--- config.mk ---
export PLATFORM = sky130hd
export DESIGN_NAME = block_to_yuy2_reorder
export DESIGN_NICKNAME = d
export VERILOG_FILES = /design/src/b2y_pkg.sv /design/src/block_to_yuy2_reorder.sv
export VERILOG_INCLUDE_DIRS = /design/src /design/src/src
export SDC_FILE = /design/constraint.sdc
export NUM_CORES = 1
export LEC_CHECK = 0
export BUFFER_PORTS_ARGS = -buffer_cell sky130_fd_sc_hd__buf_2
export CAP_MARGIN = 20
export CORE_MARGIN = 2
export CORE_UTILIZATION = 68
export CTS_BUF_LIST = sky130_fd_sc_hd__clkbuf_4 sky130_fd_sc_hd__clkbuf_8
export DETAILED_ROUTE_END_ITERATION = 6
export GPL_TIMING_DRIVEN = 0
export PLACE_DENSITY = 0.83
export SETUP_SLACK_MARGIN = 0.5
export SYNTH_ARGS = -nofsm -noshare
export SYNTH_HDL_FRONTEND = slang
export SYNTH_SLANG_ARGS = --single-unit
--- constraint.sdc ---
create_clock -name aclk -period 19.2 [get_ports aclk]
set_clock_uncertainty 0.1 [all_clocks]
set_input_delay 1.92 -clock aclk [delete_from_list [all_inputs] [get_ports aclk]]
set_output_delay 1.92 -clock aclk [all_outputs]
set_load 0.01 [all_outputs]
--- src/assert_macros.svh ---
// Assertion macros shared by the reorder RTL.
// Plain text only; included by the files that check their own logic.
`ifndef ASSERT_MACROS_SVH
`define ASSERT_MACROS_SVH

// Property that must hold at every rising edge outside reset.
`define ASSERT_CLK(name, clk, rstn, prop, msg) \
    name: assert property (@(posedge clk) disable iff (!rstn) (prop)) else $error(msg);

// Implication checked at every rising edge outside reset.
`define ASSERT_IMPL(name, clk, rstn, ante, cons, msg) \
    name: assert property (@(posedge clk) disable iff (!rstn) (ante) |-> (cons)) else $error(msg);

// Next-cycle implication checked outside reset.
`define ASSERT_NEXT(name, clk, rstn, ante, cons, msg) \
    name: assert property (@(posedge clk) disable iff (!rstn) (ante) |=> (cons)) else $error(msg);

`endif

--- src/b2y_pkg.sv ---
// Package for the block-to-YUY2 reorder: fixed field widths, register
// indexes, reset values and the pending-item record. No dependencies.
`timescale 1ns / 1ps
`default_nettype none

package b2y_pkg;

    // Fixed field widths.
    localparam int ADDR_W      = 22;
    localparam int DATA_W      = 8;
    localparam int OFFSET_W    = 8;
    localparam int BPR_W       = 7;
    localparam int ROWS_W      = 8;
    localparam int CFG_INDEX_W = 2;
    localparam int CFG_DATA_W  = 8;

    // Bytes in one 16x8 block: two luma halves, then U, then V.
    localparam logic [OFFSET_W-1:0] BLOCK_BYTES = 8'd192;

    // Configuration register indexes.
    localparam logic [CFG_INDEX_W-1:0] CFG_IDX_ROW_BLOCKS = 2'd0;
    localparam logic [CFG_INDEX_W-1:0] CFG_IDX_BLOCK_ROWS = 2'd1;

    // Register reset values.
    localparam logic [BPR_W-1:0]  BPR_RESET  = 7'd40;
    localparam logic [ROWS_W-1:0] ROWS_RESET = 8'd60;

    // One accepted item with both of its possible write addresses.
    typedef struct packed {
        logic [ADDR_W-1:0] addr_first;
        logic [ADDR_W-1:0] addr_second;
        logic [DATA_W-1:0] data;
        logic              dual;
    } pend_item_t;

endpackage

`default_nettype wire

--- src/block_to_yuy2_reorder.sv ---
// Block-to-YUY2 reorder top level: counters, address generation, a pending
// item register and the result register. Uses b2y_pkg and assert_macros.svh.
//
// Usage:
// - Input channel (s_valid/s_ready): one raw byte per item, with s_frame_start
//   marking the first byte of a frame, which restarts the block counters.
// - Result channel (m_valid/m_ready): frame byte address and byte value. A luma
//   byte gives one result, a chroma byte two results on adjacent lines;
//   m_last_of_run marks the final result of each input item.
// - Config channel (cfg_valid/cfg_ready): index 0 is the row width in blocks,
//   index 1 is block_rows. Writes are always taken; other indexes are ignored.
// - Path: an accepted item waits in the pending register, and its first result
//   moves from there into the result register when that register is free.
// - Throughput: one luma item per cycle while m_ready stays high; a chroma item
//   keeps s_ready low until the single result port takes its second result.
// - Reset: counters and frame base clear, registers return to 40 and 60 and
//   both the pending and result registers empty.
// - Stall: when m_ready is low, one result waits on m_* and one item waits
//   in the pending register; s_ready then drops until that item drains.
`timescale 1ns / 1ps
`default_nettype none
`include "assert_macros.svh"

module block_to_yuy2_reorder #(
    parameter int MAX_ROW_BLOCKS = 80,
    parameter int MAX_BLOCK_ROWS = 128
) (
    input  wire logic                             aclk,
    input  wire logic                             aresetn,
    // Input items
    input  wire logic                             s_valid,
    output logic                                  s_ready,
    input  wire logic [b2y_pkg::DATA_W-1:0]       s_data_byte,
    input  wire logic                             s_frame_start,
    // Result items
    output logic                                  m_valid,
    input  wire logic                             m_ready,
    output logic [b2y_pkg::ADDR_W-1:0]            m_write_address,
    output logic [b2y_pkg::DATA_W-1:0]            m_write_byte,
    output logic                                  m_last_of_run,
    // Configuration writes
    input  wire logic                             cfg_valid,
    output logic                                  cfg_ready,
    input  wire logic [b2y_pkg::CFG_INDEX_W-1:0]  cfg_index,
    input  wire logic [b2y_pkg::CFG_DATA_W-1:0]   cfg_data
);

    localparam int COL_W  = (MAX_ROW_BLOCKS > 1) ? $clog2(MAX_ROW_BLOCKS) : 1;
    localparam int ROW_W  = (MAX_BLOCK_ROWS > 1) ? $clog2(MAX_BLOCK_ROWS) : 1;
    localparam int EFF_W  = $clog2(MAX_ROW_BLOCKS + 1);
    localparam int REFF_W = $clog2(MAX_BLOCK_ROWS + 1);
    localparam int PITCH_W = EFF_W + 5;
    localparam int LOFF_W  = PITCH_W + 4;
    localparam int RP_W    = ROW_W + EFF_W;
    localparam int AW      = b2y_pkg::ADDR_W;

    // Configuration registers
    logic [b2y_pkg::BPR_W-1:0]  bpr_reg;
    logic [b2y_pkg::ROWS_W-1:0] rows_reg;

    // Block position state
    logic [b2y_pkg::OFFSET_W-1:0] offset_reg, offset_next;
    logic [COL_W-1:0]             col_reg, col_next;
    logic [ROW_W-1:0]             row_reg, row_next;
    logic [AW-1:0]                base_reg, base_next;

    // Pending item and result registers
    b2y_pkg::pend_item_t          pend_reg, pend_next;
    logic                         pend_valid_reg;
    logic                         pend_phase_reg;
    logic                         m_valid_reg;
    logic [AW-1:0]                m_addr_reg;
    logic [b2y_pkg::DATA_W-1:0]   m_byte_reg;
    logic                         m_last_reg;

    // Current position, after a frame start restart
    logic [b2y_pkg::OFFSET_W-1:0] offset_cur;
    logic [COL_W-1:0]             col_cur;
    logic [ROW_W-1:0]             row_cur;
    logic [AW-1:0]                base_cur;

    logic [EFF_W-1:0]   eff_bpr;
    logic [REFF_W-1:0]  eff_rows;
    logic [PITCH_W-1:0] pitch;
    logic               is_luma;
    logic [2:0]         line_sel;
    logic [3:0]         line_below;
    logic [4:0]         col_byte;
    logic [LOFF_W-1:0]  line_off_first, line_off_second;
    logic [COL_W:0]     col_inc;
    logic [ROW_W:0]     row_inc;
    logic [RP_W-1:0]    row_prod;

    logic out_load, pend_take, pend_done, in_acc;

    // Configuration port never stalls.
    assign cfg_ready = 1'b1;

    always_ff @(posedge aclk) begin
        if (!aresetn) begin
            bpr_reg  <= b2y_pkg::BPR_RESET;
            rows_reg <= b2y_pkg::ROWS_RESET;
        end else if (cfg_valid) begin
            case (cfg_index)
                b2y_pkg::CFG_IDX_ROW_BLOCKS: bpr_reg  <= cfg_data[b2y_pkg::BPR_W-1:0];
                b2y_pkg::CFG_IDX_BLOCK_ROWS: rows_reg <= cfg_data;
                default: ;
            endcase
        end
    end

    // Clamp the registers to 1..MAX.
    always_comb begin
        if (bpr_reg == '0) begin
            eff_bpr = EFF_W'(1);
        end else if (32'(bpr_reg) > 32'(MAX_ROW_BLOCKS)) begin
            eff_bpr = EFF_W'(MAX_ROW_BLOCKS);
        end else begin
            eff_bpr = EFF_W'(bpr_reg);
        end
        if (rows_reg == '0) begin
            eff_rows = REFF_W'(1);
        end else if (32'(rows_reg) > 32'(MAX_BLOCK_ROWS)) begin
            eff_rows = REFF_W'(MAX_BLOCK_ROWS);
        end else begin
            eff_rows = REFF_W'(rows_reg);
        end
    end

    assign pitch = {eff_bpr, 5'b0};

    // A frame start places this byte at offset 0 of the first block.
    assign offset_cur = s_frame_start ? '0 : offset_reg;
    assign col_cur    = s_frame_start ? '0 : col_reg;
    assign row_cur    = s_frame_start ? '0 : row_reg;
    assign base_cur   = s_frame_start ? '0 : base_reg;

    // Decode the offset into a line and a byte column inside the block.
    // Luma goes to even bytes; U to byte 1 and V to byte 3 of each group of four.
    always_comb begin
        is_luma = !offset_cur[7];
        if (is_luma) begin
            line_sel = offset_cur[5:3];
            col_byte = {offset_cur[6], offset_cur[2:0], 1'b0};
        end else begin
            line_sel = {offset_cur[4:3], 1'b0};
            col_byte = {offset_cur[2:0], offset_cur[5], 1'b1};
        end
        line_below = {1'b0, line_sel} + 4'd1;
        line_off_first  = LOFF_W'(line_sel) * LOFF_W'(pitch);
        line_off_second = LOFF_W'(line_below) * LOFF_W'(pitch);
    end

    // Item record for the pending register.
    always_comb begin
        pend_next.addr_first  = base_cur + AW'(line_off_first) + AW'(col_byte);
        pend_next.addr_second = base_cur + AW'(line_off_second) + AW'(col_byte);
        pend_next.data        = s_data_byte;
        pend_next.dual        = !is_luma;
    end

    // Advance the block position; the new base uses the current pitch.
    always_comb begin
        offset_next = offset_cur + 8'd1;
        col_next    = col_cur;
        row_next    = row_cur;
        col_inc     = (COL_W+1)'(col_cur) + (COL_W+1)'(1);
        row_inc     = (ROW_W+1)'(row_cur) + (ROW_W+1)'(1);
        if (offset_next >= b2y_pkg::BLOCK_BYTES) begin
            offset_next = '0;
            if (32'(col_inc) >= 32'(eff_bpr)) begin
                col_next = '0;
                if (32'(row_inc) >= 32'(eff_rows)) begin
                    row_next = '0;
                end else begin
                    row_next = row_inc[ROW_W-1:0];
                end
            end else begin
                col_next = col_inc[COL_W-1:0];
            end
        end
        row_prod  = RP_W'(row_next) * RP_W'(eff_bpr);
        base_next = AW'({row_prod, 8'b0}) + AW'({col_next, 5'b0});
        if (offset_next != '0) begin
            base_next = base_cur;
        end
    end

    // Handshake: the pending item frees when its last result moves out.
    assign out_load  = !m_valid_reg || m_ready;
    assign pend_take = pend_valid_reg && out_load;
    assign pend_done = pend_take && (!pend_reg.dual || pend_phase_reg);
    assign s_ready   = !pend_valid_reg || pend_done;
    assign in_acc    = s_valid && s_ready;

    always_ff @(posedge aclk) begin
        if (!aresetn) begin
            offset_reg <= '0;
            col_reg    <= '0;
            row_reg    <= '0;
            base_reg   <= '0;
        end else if (in_acc) begin
            offset_reg <= offset_next;
            col_reg    <= col_next;
            row_reg    <= row_next;
            base_reg   <= base_next;
        end
    end

    // Pending item register.
    always_ff @(posedge aclk) begin
        if (!aresetn) begin
            pend_valid_reg <= 1'b0;
            pend_phase_reg <= 1'b0;
        end else if (in_acc) begin
            pend_valid_reg <= 1'b1;
            pend_phase_reg <= 1'b0;
        end else if (pend_done) begin
            pend_valid_reg <= 1'b0;
            pend_phase_reg <= 1'b0;
        end else if (pend_take) begin
            pend_phase_reg <= 1'b1;
        end
    end

    always_ff @(posedge aclk) begin
        if (in_acc) begin
            pend_reg <= pend_next;
        end
    end

    // Result register: first address, then the line below for chroma.
    always_ff @(posedge aclk) begin
        if (!aresetn) begin
            m_valid_reg <= 1'b0;
        end else if (out_load) begin
            m_valid_reg <= pend_valid_reg;
        end
    end

    always_ff @(posedge aclk) begin
        if (pend_take) begin
            m_addr_reg <= pend_phase_reg ? pend_reg.addr_second : pend_reg.addr_first;
            m_byte_reg <= pend_reg.data;
            m_last_reg <= !pend_reg.dual || pend_phase_reg;
        end
    end

    assign m_valid         = m_valid_reg;
    assign m_write_address = m_addr_reg;
    assign m_write_byte    = m_byte_reg;
    assign m_last_of_run   = m_last_reg;

    // Checks on the block position and the two-result sequence.
    `ASSERT_CLK(a_offset_range, aclk, aresetn,
        offset_reg < b2y_pkg::BLOCK_BYTES, "block offset out of range")
    `ASSERT_CLK(a_col_range, aclk, aresetn,
        32'(col_reg) < 32'(MAX_ROW_BLOCKS), "block column out of range")
    `ASSERT_NEXT(a_second_follows, aclk, aresetn,
        m_valid && m_ready && !m_last_of_run, m_valid && m_last_of_run,
        "second chroma write did not follow")
    `ASSERT_IMPL(a_phase_dual, aclk, aresetn,
        pend_phase_reg, pend_valid_reg && pend_reg.dual,
        "second-half phase without a chroma item")

endmodule

`default_nettype wire

# Yosys cells after proc, flatten, opt, wreduce, memory -nomap -nowiden
# Cells that the tools add are included.
[word_totals]
reg_bits = 146
in_bits = 24
out_inout_bits = 34
[op_classes]
add_sub_neg = 9
n_mul = 3
magnitude_cmp = 5
eq_ne = 1
n_mux = 20
n_bitwise = 1
reduce_logical = 17
[op_table]
columns = ["cell", "n"]
rows = [
  ["$mux W22", 3],
  ["$mux W7", 9],
  ["$add A22 B5 Y22", 2],
  ["$mux W8", 4],
  ["$add A22 B12 Y22", 1],
  ["$add A22 B15 Y22", 1],
  ["$add A22 B16 Y22", 1],
  ["$add A7 B1 Y8 const B", 2],
  ["$mul A7 B7 Y14", 1],
  ["$mul A4 B7 Y11", 1],
  ["$mul A3 B7 Y10", 1],
  ["$add A8 B1 Y8 const B", 1],
  ["$ge A8 B7 Y1", 1],
  ["$ge A8 B8 Y1", 1],
  ["$ge A8 B8 Y1 const B", 1],
  ["$gt A8 B8 Y1 const B", 1],
  ["$logic_not A8 Y1", 1],
  ["$reduce_bool A8 Y1", 1],
  ["$gt A7 B7 Y1 const B", 1],
  ["$logic_not A7 Y1", 1],
  ["$mux W5", 1],
  ["$add A3 B1 Y4 const B", 1],
  ["$reduce_and A2 Y1", 2],
  ["$logic_and A1 B1 Y1", 3],
  ["other kinds (9)", 14],
]

# Logic depth before layout (Yosys ltp)
# Gate-level depths: netlist of run 1.
[logic_depth]
word_depth = 10
ltp_mapped = 35
ltp_nobuf = 33

# Worst setup path before layout of run 1
# OpenSTA, ideal clock, no wires.
[synth_timing]
path_type = "input port to flip-flop"
startpoint = "input port s_frame_start"
endpoint = "register base_reg[21]"
setup_time_ns = 0.069
arrival_ns = 9.322
required_time_ns = 19.031
slack_ns = 9.709
cell_stages = 34
path_buffers = 5
cell_sequence = "buf_4 > buf_2 > buf_1 > clkbuf_1 > nor2b_1 > ha_1 > nand3_1 > inv_1 > nand3_1 > xor2_1 > nor2_1 > ha_1 > a211oi_1 > o21ai_1 > and2_0 > buf_2 > mux2_2 > nand2b_1 > fa_1 > fa_1 > inv_1 > fa_1 > inv_1 > fa_1 > inv_1 > ha_1 > a21oi_1 > o21ai_1 > o31ai_2 > xnor2_1 > nand4_1 > a2111oi_2 > xnor3_1 > o21ai_1"
[synth_via]
elab_chain_len = 9
word_cells_on_any_way = 20
[synth_rtl]
columns = ["element", "line", "source"]
rows = [
  ["from (decl)", "block_to_yuy2_reorder.sv:34", "input wire logic s_frame_start,"],
  ["$mux W7", "block_to_yuy2_reorder.sv:135", "assign row_cur = s_frame_start ? '0 : row_reg;"],
  ["$add A7 B1 Y8", "block_to_yuy2_reorder.sv:168", "row_inc = (ROW_W+1)'(row_cur) + (ROW_W+1)'(1);"],
  ["$ge A8 B8 Y1", "block_to_yuy2_reorder.sv:173", "if (32'(row_inc) >= 32'(eff_rows)) begin"],
  ["$mux W7", "block_to_yuy2_reorder.sv:173", ""],
  ["$mux W7", "block_to_yuy2_reorder.sv:171", "if (32'(col_inc) >= 32'(eff_bpr)) begin"],
  ["$mux W7", "block_to_yuy2_reorder.sv:169", "if (offset_next >= b2y_pkg::BLOCK_BYTES) begin"],
  ["$mul A7 B7 Y14", "block_to_yuy2_reorder.sv:182", "row_prod = RP_W'(row_next) * RP_W'(eff_bpr);"],
  ["$add A22 B12 Y22", "block_to_yuy2_reorder.sv:183", "base_next = AW'({row_prod, 8'b0}) + AW'({col_next, 5'b0});"],
  ["$mux W22 *", "block_to_yuy2_reorder.sv:184", "if (offset_next != '0) begin"],
  ["to (signal assigned)", "block_to_yuy2_reorder.sv:206", "base_reg <= base_next;"],
  ["to (decl)", "block_to_yuy2_reorder.sv:65", "logic [AW-1:0] base_reg, base_next;"],
]
# Every way passes the cells marked *; elsewhere a longest branch is shown, timed or not.
# A chain may end at the register's enable or synchronous reset.

# Final worst setup path of run 1
# Ends and elaborated chain as after synthesis.

==> results.ini, run 1 <==
[final_layout]
diodes = 0
syn_to_final_growth_pct = 9.08
drive_gt1_share_pct = 12.1
largest_register_ff_count = 48
fin_nets = 1394

[grt]
grt-ovfl-total = 0
grt_pass1_vias = 8344
grt_use_total_pct = 31.8
grt_pass1_wl_mm = 41.7
grt_max_degree = 36
antenna_found_initial = 0

[logic_synthesis]
synth-edff-count = 79
async_flop_share_pct = 0
yosysTopAreaCell = edfxtp_1
ys.flop_type = edfxtp_1
synth.most_common_cell = ha_1
yosys.area.top_type_share_pct = 21.6
ys_seq_area_share_pct = 32.9
synth.cell_area_um2 = 11000
synthMuxAreaShare_pct = 5.11
synthXorXnorAreaFrac_pct = 5.28
yosys_warnings = 0
syn_inst = 1149
syn_area_per_cell_um2 = 9.54
synth-seq-cells = 141
synth_area_leaders = edfxtp_1, ha_1, dfxtp_1
synthDistinctLibCells = 81
synth_compound_area_share_pct = 14.0
synth_top_family_by_area = adder cells
synth_commonest_cells = ha_1, nand2_1, nor2_1
synth_fa_ha_area_share_pct = 19.6
synth-simple-area-share_pct = 18.5
synth_fp_nets = 1320

[critical_path]
reg2reg_slack_ps = 10060
worst-path-max-fanout = 10
start_kind = input pin
required_ps = 19480
cp_slowest_cell = o22ai_1
cp.arrival_ps = 11460
worst_setup_path_end_kind = flop
rr_worst_depth = 29
r2r-start = bpr_reg[6]$_SDFFE_PN0P_
worst-setup-path-type = input pin to flop
timing.rr.end = base_reg[21]$_SDFFE_PN0P_
worst_path_largest_cell_delay_ps = 720

[worst_hold_path]
min-delay-start = pend_reg[2]$_DFFE_PP_
min_path_cells = 0
hold_class = flop to flop
whs_endpoint = m_write_byte[1]$_DFFE_PP_

[cts]
htree_levels = 4
clk_pin_slew_ps = 90
insertion_delay_ps = 460
cts_tree = done
cts_resized = 0
clock-root-buffer = clkbuf_8
cts_hold_buf = 0
cts_setup_buffers = 0
cts_sinks = 141
ctsLongestPathBuffers = 2
cts_made_buffers = 17

[floorplan]
start_util_pct = 69.3
die_w_um = 131
pin_count = 58
core_um2 = 15800
die_height_um = 131
rows = 46
die_area_um2 = 17200

[sta]
hold_viol = 0
relSlewSlack_pct = 42.1
holdWs_ps = 325
setup_viol = 0
post-route-period-util_pct = 58.2
finalCriticalPeriod_ps = 11180
slew_viol_final = 0
setup-tns-final_ps = 0
fin_ws_ps = 8020
worst_slew_pin_slew_ps = 866
max_freq_ghz = 0.0894
rsz0062_at_grt = no

[detailed_routing]
ant_nets = 0
avgViaCountPerCell = 6.13
drtIter0Drc = 867
wl_per_cell_um = 18.2
first_pass_iters = 7
drc = 1
vias = 8906
wl_mm = 26.4

[place]
preCtsSetupSlack_ps = 7900
dp_hpwl_mm = 20.5
gp_congestion = 0.944
port_buffers = 54

[status]
violations = DRC
status = finished with violations

[power_and_ir_drop]
p_total_uw = 652
power.density_nw_per_um2 = 54.5
leakage_nw = 5.42
ir_drop_mv = 0.0480

[run]
maxCapViolCount = 0

## cell usage in the layout, fill, tap and decap left out, types with 5 or more instances in the layout
master and count:
inv_1 73, o21ai_0 44, mux2i_1 29, and3_1 16
dfxtp_1 62, edfxtp_1 79, nor2_1 80, a31oi_1 6
a21boi_0 6, xor2_1 19, mux2_2 24, a211oi_1 7
o22ai_1 6, or2_2 5, fa_1 42, nand2b_1 14
o21a_1 14, a22oi_1 13, inv_8 6, a21oi_1 49
or3_1 10, nand3_1 27, nand2_1 103, nor3b_1 5
buf_2 57, and2_1 20, nor3_1 27, o21ai_1 5
nand4_1 8, ha_1 105, clkbuf_1 32, nor2b_1 61
a21o_1 20, xnor2_1 42, clkbuf_8 17
## final cells by class
| type | count | area (um2) |
|---|---|---|
| inverters | 77 | 289 |
| plain buffers | 46 | 208 |
| flip-flops and latches | 141 | 3610 |
| clock buffers | 17 | 234 |
| fillers | 1135 | 3860 |
| repair buffers | 55 | 290 |
| clock inverters | 15 | 193 |
| multi-input cells | 885 | 6870 |
| well taps | 216 | 270 |
## worst max path at each step
stage                  start                        end  slack [ps]  cells past startpoint
2_1_floorplan  s_frame_start  base_reg[21]$_SDFFE_PN0P_        9710                     34
3_3_place_gp   s_frame_start  base_reg[21]$_SDFFE_PN0P_        7980                     33
3_5_place_dp   s_frame_start  base_reg[21]$_SDFFE_PN0P_        7900                     33
4_1_cts        s_frame_start  base_reg[21]$_SDFFE_PN0P_        8320                     33
5_1_grt        s_frame_start  base_reg[21]$_SDFFE_PN0P_        7560                     33
6_report       s_frame_start  base_reg[21]$_SDFFE_PN0P_        8020                     33
## cell families after synthesis
logic type | after synthesis
buffers and inverters | 123
adders and majority gates | 147
other | 1
muxes | 53
AOI/OAI and AO/OA | 222
and+or+nand+nor | 399
xor gates and xnor gates | 63
DFF | 141
## metrics by stage
step                      cells  cell area, um2  util (%)
after global routing       1452           12000      75.6
final                      1452           12000      75.6
after global placement     1419           11500      72.7
after floorplan            1149           11000         -
after detailed placement   1420           11500      72.9
after CTS                  1452           12000      75.6
## report_power, final
group | switching (mW) | internal, mW
logic | 0.0390 | 0.0219
clock network | 0.134 | 0.123
registers | 0.00432 | 0.331
total | 0.177 | 0.475
## layer usage
layer  GRT usage [%]  up-vias  part of all wire (%)
li1                -     4202                     -
met1            40.5     4220                    41
met2            53.6      397                    48
met3            5.17       87                   6.8
met4            13.9        0                   4.1
met5               0        -                     0
## worst max-delay path: cells and delay by family
kind,cells,cell delay [ps]
AO/OA/AOI/OAI,7,2530
XOR/XNOR,3,730
AND/OR/NAND/NOR,8,1270
buffers and inverters,8,1920
adder cells (fa/ha/maj),7,3080
Note: power is estimated with default switching activity, not from simulation.
==> run 2: changes to the inputs <==
- CORE_UTILIZATION: 68 -> 64
- PLACE_DENSITY: 0.83 -> 0.79
- clock period: 19.2 -> 10.5 ns (I/O delays scaled with it)
==> run 2 against run 1 <==
Compared with the run above: critical endpoint unchanged; the run now ends clean; sequential share of layout area about the same; utilization decreased by 3.6 points; die area increased by 6.1%; largest cell class unchanged; setup slack got worse by 7000 ps; cell area increased by 0.15%; hold slack got worse by 15 ps; cell count increased by 0.28%; first-iteration DRC count increased by 0.46%; non-clock buffer count unchanged; highest routed layer unchanged; wire length increased by 0.41%; combinational power increased by 84%; power increased by 83%.
==> results.ini, run 2 (same netlist as run 1, synthesis figures left out) <==
[status]
status = finished, final reports clean  ; was finished with violations

[grt]
antenna_found_initial = 0  ; unchanged
grt_max_degree = 42  ; was 36
grt_pass1_wl_mm = 42.4  ; was 41.7 mm
grt_use_total_pct = 30.0  ; was 31.8%
grt-ovfl-total = 0  ; unchanged
grt_pass1_vias = 8537  ; was 8344

[detailed_routing]
drc = 0  ; was 1
vias = 8803  ; was 8906
first_pass_iters = 5  ; was 7
ant_nets = 0  ; unchanged
wl_mm = 26.5  ; was 26.4 mm
wl_per_cell_um = 18.2  ; about the same
avgViaCountPerCell = 6.05  ; was 6.13
drtIter0Drc = 871  ; was 867

[critical_path]
timing.rr.end = base_reg[21]$_SDFFE_PN0P_  ; unchanged
start_kind = input pin  ; unchanged
cp_num_buf_inv = 8  ; unchanged
reg2reg_slack_ps = 1780  ; was 10060 ps
cp_slowest_cell = fa_1  ; was o22ai_1
cp.arrival_ps = 9760  ; was 11460 ps
worst-path-max-fanout = 10  ; unchanged
r2r-start = bpr_reg[6]$_SDFFE_PN0P_  ; unchanged
crit_start = s_frame_start  ; unchanged
worst-setup-path-type = input pin to flop  ; unchanged
worst_setup_path_end_kind = flop  ; unchanged
worst_path_largest_cell_delay_ps = 560  ; was 720 ps
endpoint = base_reg[21]$_SDFFE_PN0P_  ; unchanged
rr_worst_depth = 30  ; was 29
critPathTopFamily = adder cells  ; unchanged
crit_cells = 33  ; unchanged
required_ps = 10800  ; was 19480 ps

[place]
placedCellCount = 1424  ; was 1420
port_buffers = 54  ; unchanged
gp_congestion = 0.932  ; was 0.944
place_area_um2 = 11500  ; about the same
dp_hpwl_mm = 20.5  ; about the same

[final_layout]
final_core_util_pct = 72.0  ; was 75.6%
fillers = 1275  ; was 1135
largest_register_ff_count = 48  ; unchanged
mostFrequentLayoutCells = ha_1, nand2_1, nor2_1, edfxtp_1, inv_1  ; unchanged
syn_to_final_growth_pct = 9.24  ; was 9.08%
final_common_cell = ha_1  ; unchanged
diodes = 0  ; unchanged
design_area_um2 = 12000  ; about the same
fin_nets = 1394  ; unchanged
finalNonFillerCells = 1456  ; was 1452
drive_gt1_share_pct = 12.4  ; was 12.1%

[cts]
clock-root-buffer = clkbuf_8  ; unchanged
ctsLongestPathBuffers = 2  ; unchanged
clk_pin_slew_ps = 90  ; about the same
cts_tree = done  ; unchanged
insertion_delay_ps = 460  ; about the same
htree_levels = 4  ; unchanged
cts_made_buffers = 17  ; unchanged
cts_sinks = 141  ; unchanged

[run]
maxCapViolCount = 0  ; unchanged

[sta]
setup-tns-final_ps = 0  ; unchanged
hold_viol = 0  ; unchanged
slew_viol_final = 0  ; unchanged
finalCriticalPeriod_ps = 9460
max_freq_ghz = 0.106
holdWs_ps = 310  ; was 325 ps
post-route-period-util_pct = 90.1
setup_viol = 0  ; unchanged
relSlewSlack_pct = 38.1  ; was 42.1%
worst_slew_pin_slew_ps = 926  ; was 866 ps
rsz0062_at_grt = no  ; unchanged

[floorplan]
start_util_pct = 65.9  ; was 69.3%
die_height_um = 135  ; was 131 um
rows = 47  ; was 46
core_um2 = 16600  ; was 15800 um2
die_area_um2 = 18200  ; was 17200 um2
die_w_um = 135  ; was 131 um
pin_count = 58  ; unchanged

[power_and_ir_drop]
power_switching_uw = 308  ; was 177 uW
clockPowerShare_pct = 39.4  ; was 39.3%
p_sw_share_pct = 25.8  ; was 27.1%
pwr-share-seq_pct = 51.3  ; about the same
pwr-share-comb_pct = 9.4  ; was 9.3%
ir_drop_mv = 0.0927  ; was 0.0480 mV
power.density_nw_per_um2 = 99.8  ; was 54.5 nW/um2
leakage_nw = 5.42  ; about the same
p_int_uw = 887  ; was 475 uW

[worst_hold_path]
hold_class = flop to flop  ; unchanged

## run 2: changes by cell type in the layout (fill, tap and decap cells not counted), moves of 2 or more
cell        delta
clkinv_4       -2
clkinvlp_4     +2
inv_6          +2
inv_8          -4
## run 2: area by class of cell
class	instances	area (um2)	area share, %
plain buffers	46	209	1.74
clock buffers	18	241	2.02
clock inverters	14	180	1.50
inverters	77	289	2.41
multi-input cells	885	6880	57.4
flip-flops and latches	141	3610	30.2
well taps	220	275	2.30
repair buffers	55	290	2.42
## run 2: power groups by stage
stage,registers [mW],logic [mW],clock network [mW]
after global routing,0.615,0.121,0.495
after global placement,0.625,0.105,0
after CTS,0.613,0.111,0.473
final,0.613,0.112,0.471
after detailed placement,0.625,0.110,0
after floorplan,0.627,0.0678,0
## run 2: what timing repair did
item                                   in CTS  in global routing
setup endpoints to repair                   0                  6
hold buffers                                0                  0
endpoints found under the hold margin       0                  0
buffers inserted                            0                  0
gates resized for setup                     0                  4
## run 2: through the flow
| step | power (mW) | setup slack (ps) |
|---|---|---|
| 3_5_place_dp | 0.736 | 105 |
| 2_1_floorplan | 0.695 | 1880 |
| 6_report | 1.20 | 1040 |
| 4_1_cts | 1.20 | 516 |
| 5_1_grt | 1.23 | 641 |
| 3_3_place_gp | 0.730 | 71.4 |
## run 2: worst register-to-register path: cells and delay by family, from the launching register on
kind | cells | cell delay (ps)
muxes | 1 | 350
adders and majority gates | 6 | 2870
AOI/OAI and AO/OA | 10 | 2060
and+or+nand+nor | 4 | 750
DFF | 1 | 360
xor gates and xnor gates | 2 | 560
buffers and inverters | 7 | 1580
## run 2: how the worst min path moves through the flow
stage               depth (start not counted)                   from                        end  slack (ps)
floorplan                                   0  pend_reg[1]$_DFFE_PP_  m_write_byte[0]$_DFFE_PP_         300
global placement                            0  pend_reg[6]$_DFFE_PP_  m_write_byte[5]$_DFFE_PP_         300
detailed placement                          0  pend_reg[4]$_DFFE_PP_  m_write_byte[3]$_DFFE_PP_         300
CTS                                         0  pend_reg[4]$_DFFE_PP_  m_write_byte[3]$_DFFE_PP_         310
global route                                0  pend_reg[7]$_DFFE_PP_  m_write_byte[6]$_DFFE_PP_         340
finish                                      0  pend_reg[4]$_DFFE_PP_  m_write_byte[3]$_DFFE_PP_         310
## run 2: metal layers
metal	GRT usage (%)	up-vias	part of all wire (%)
met5	0	-	0
met4	13.3	0	3.8
li1	-	4198	-
met1	36.8	4172	41
met2	51.7	358	49
met3	5.56	75	6.6
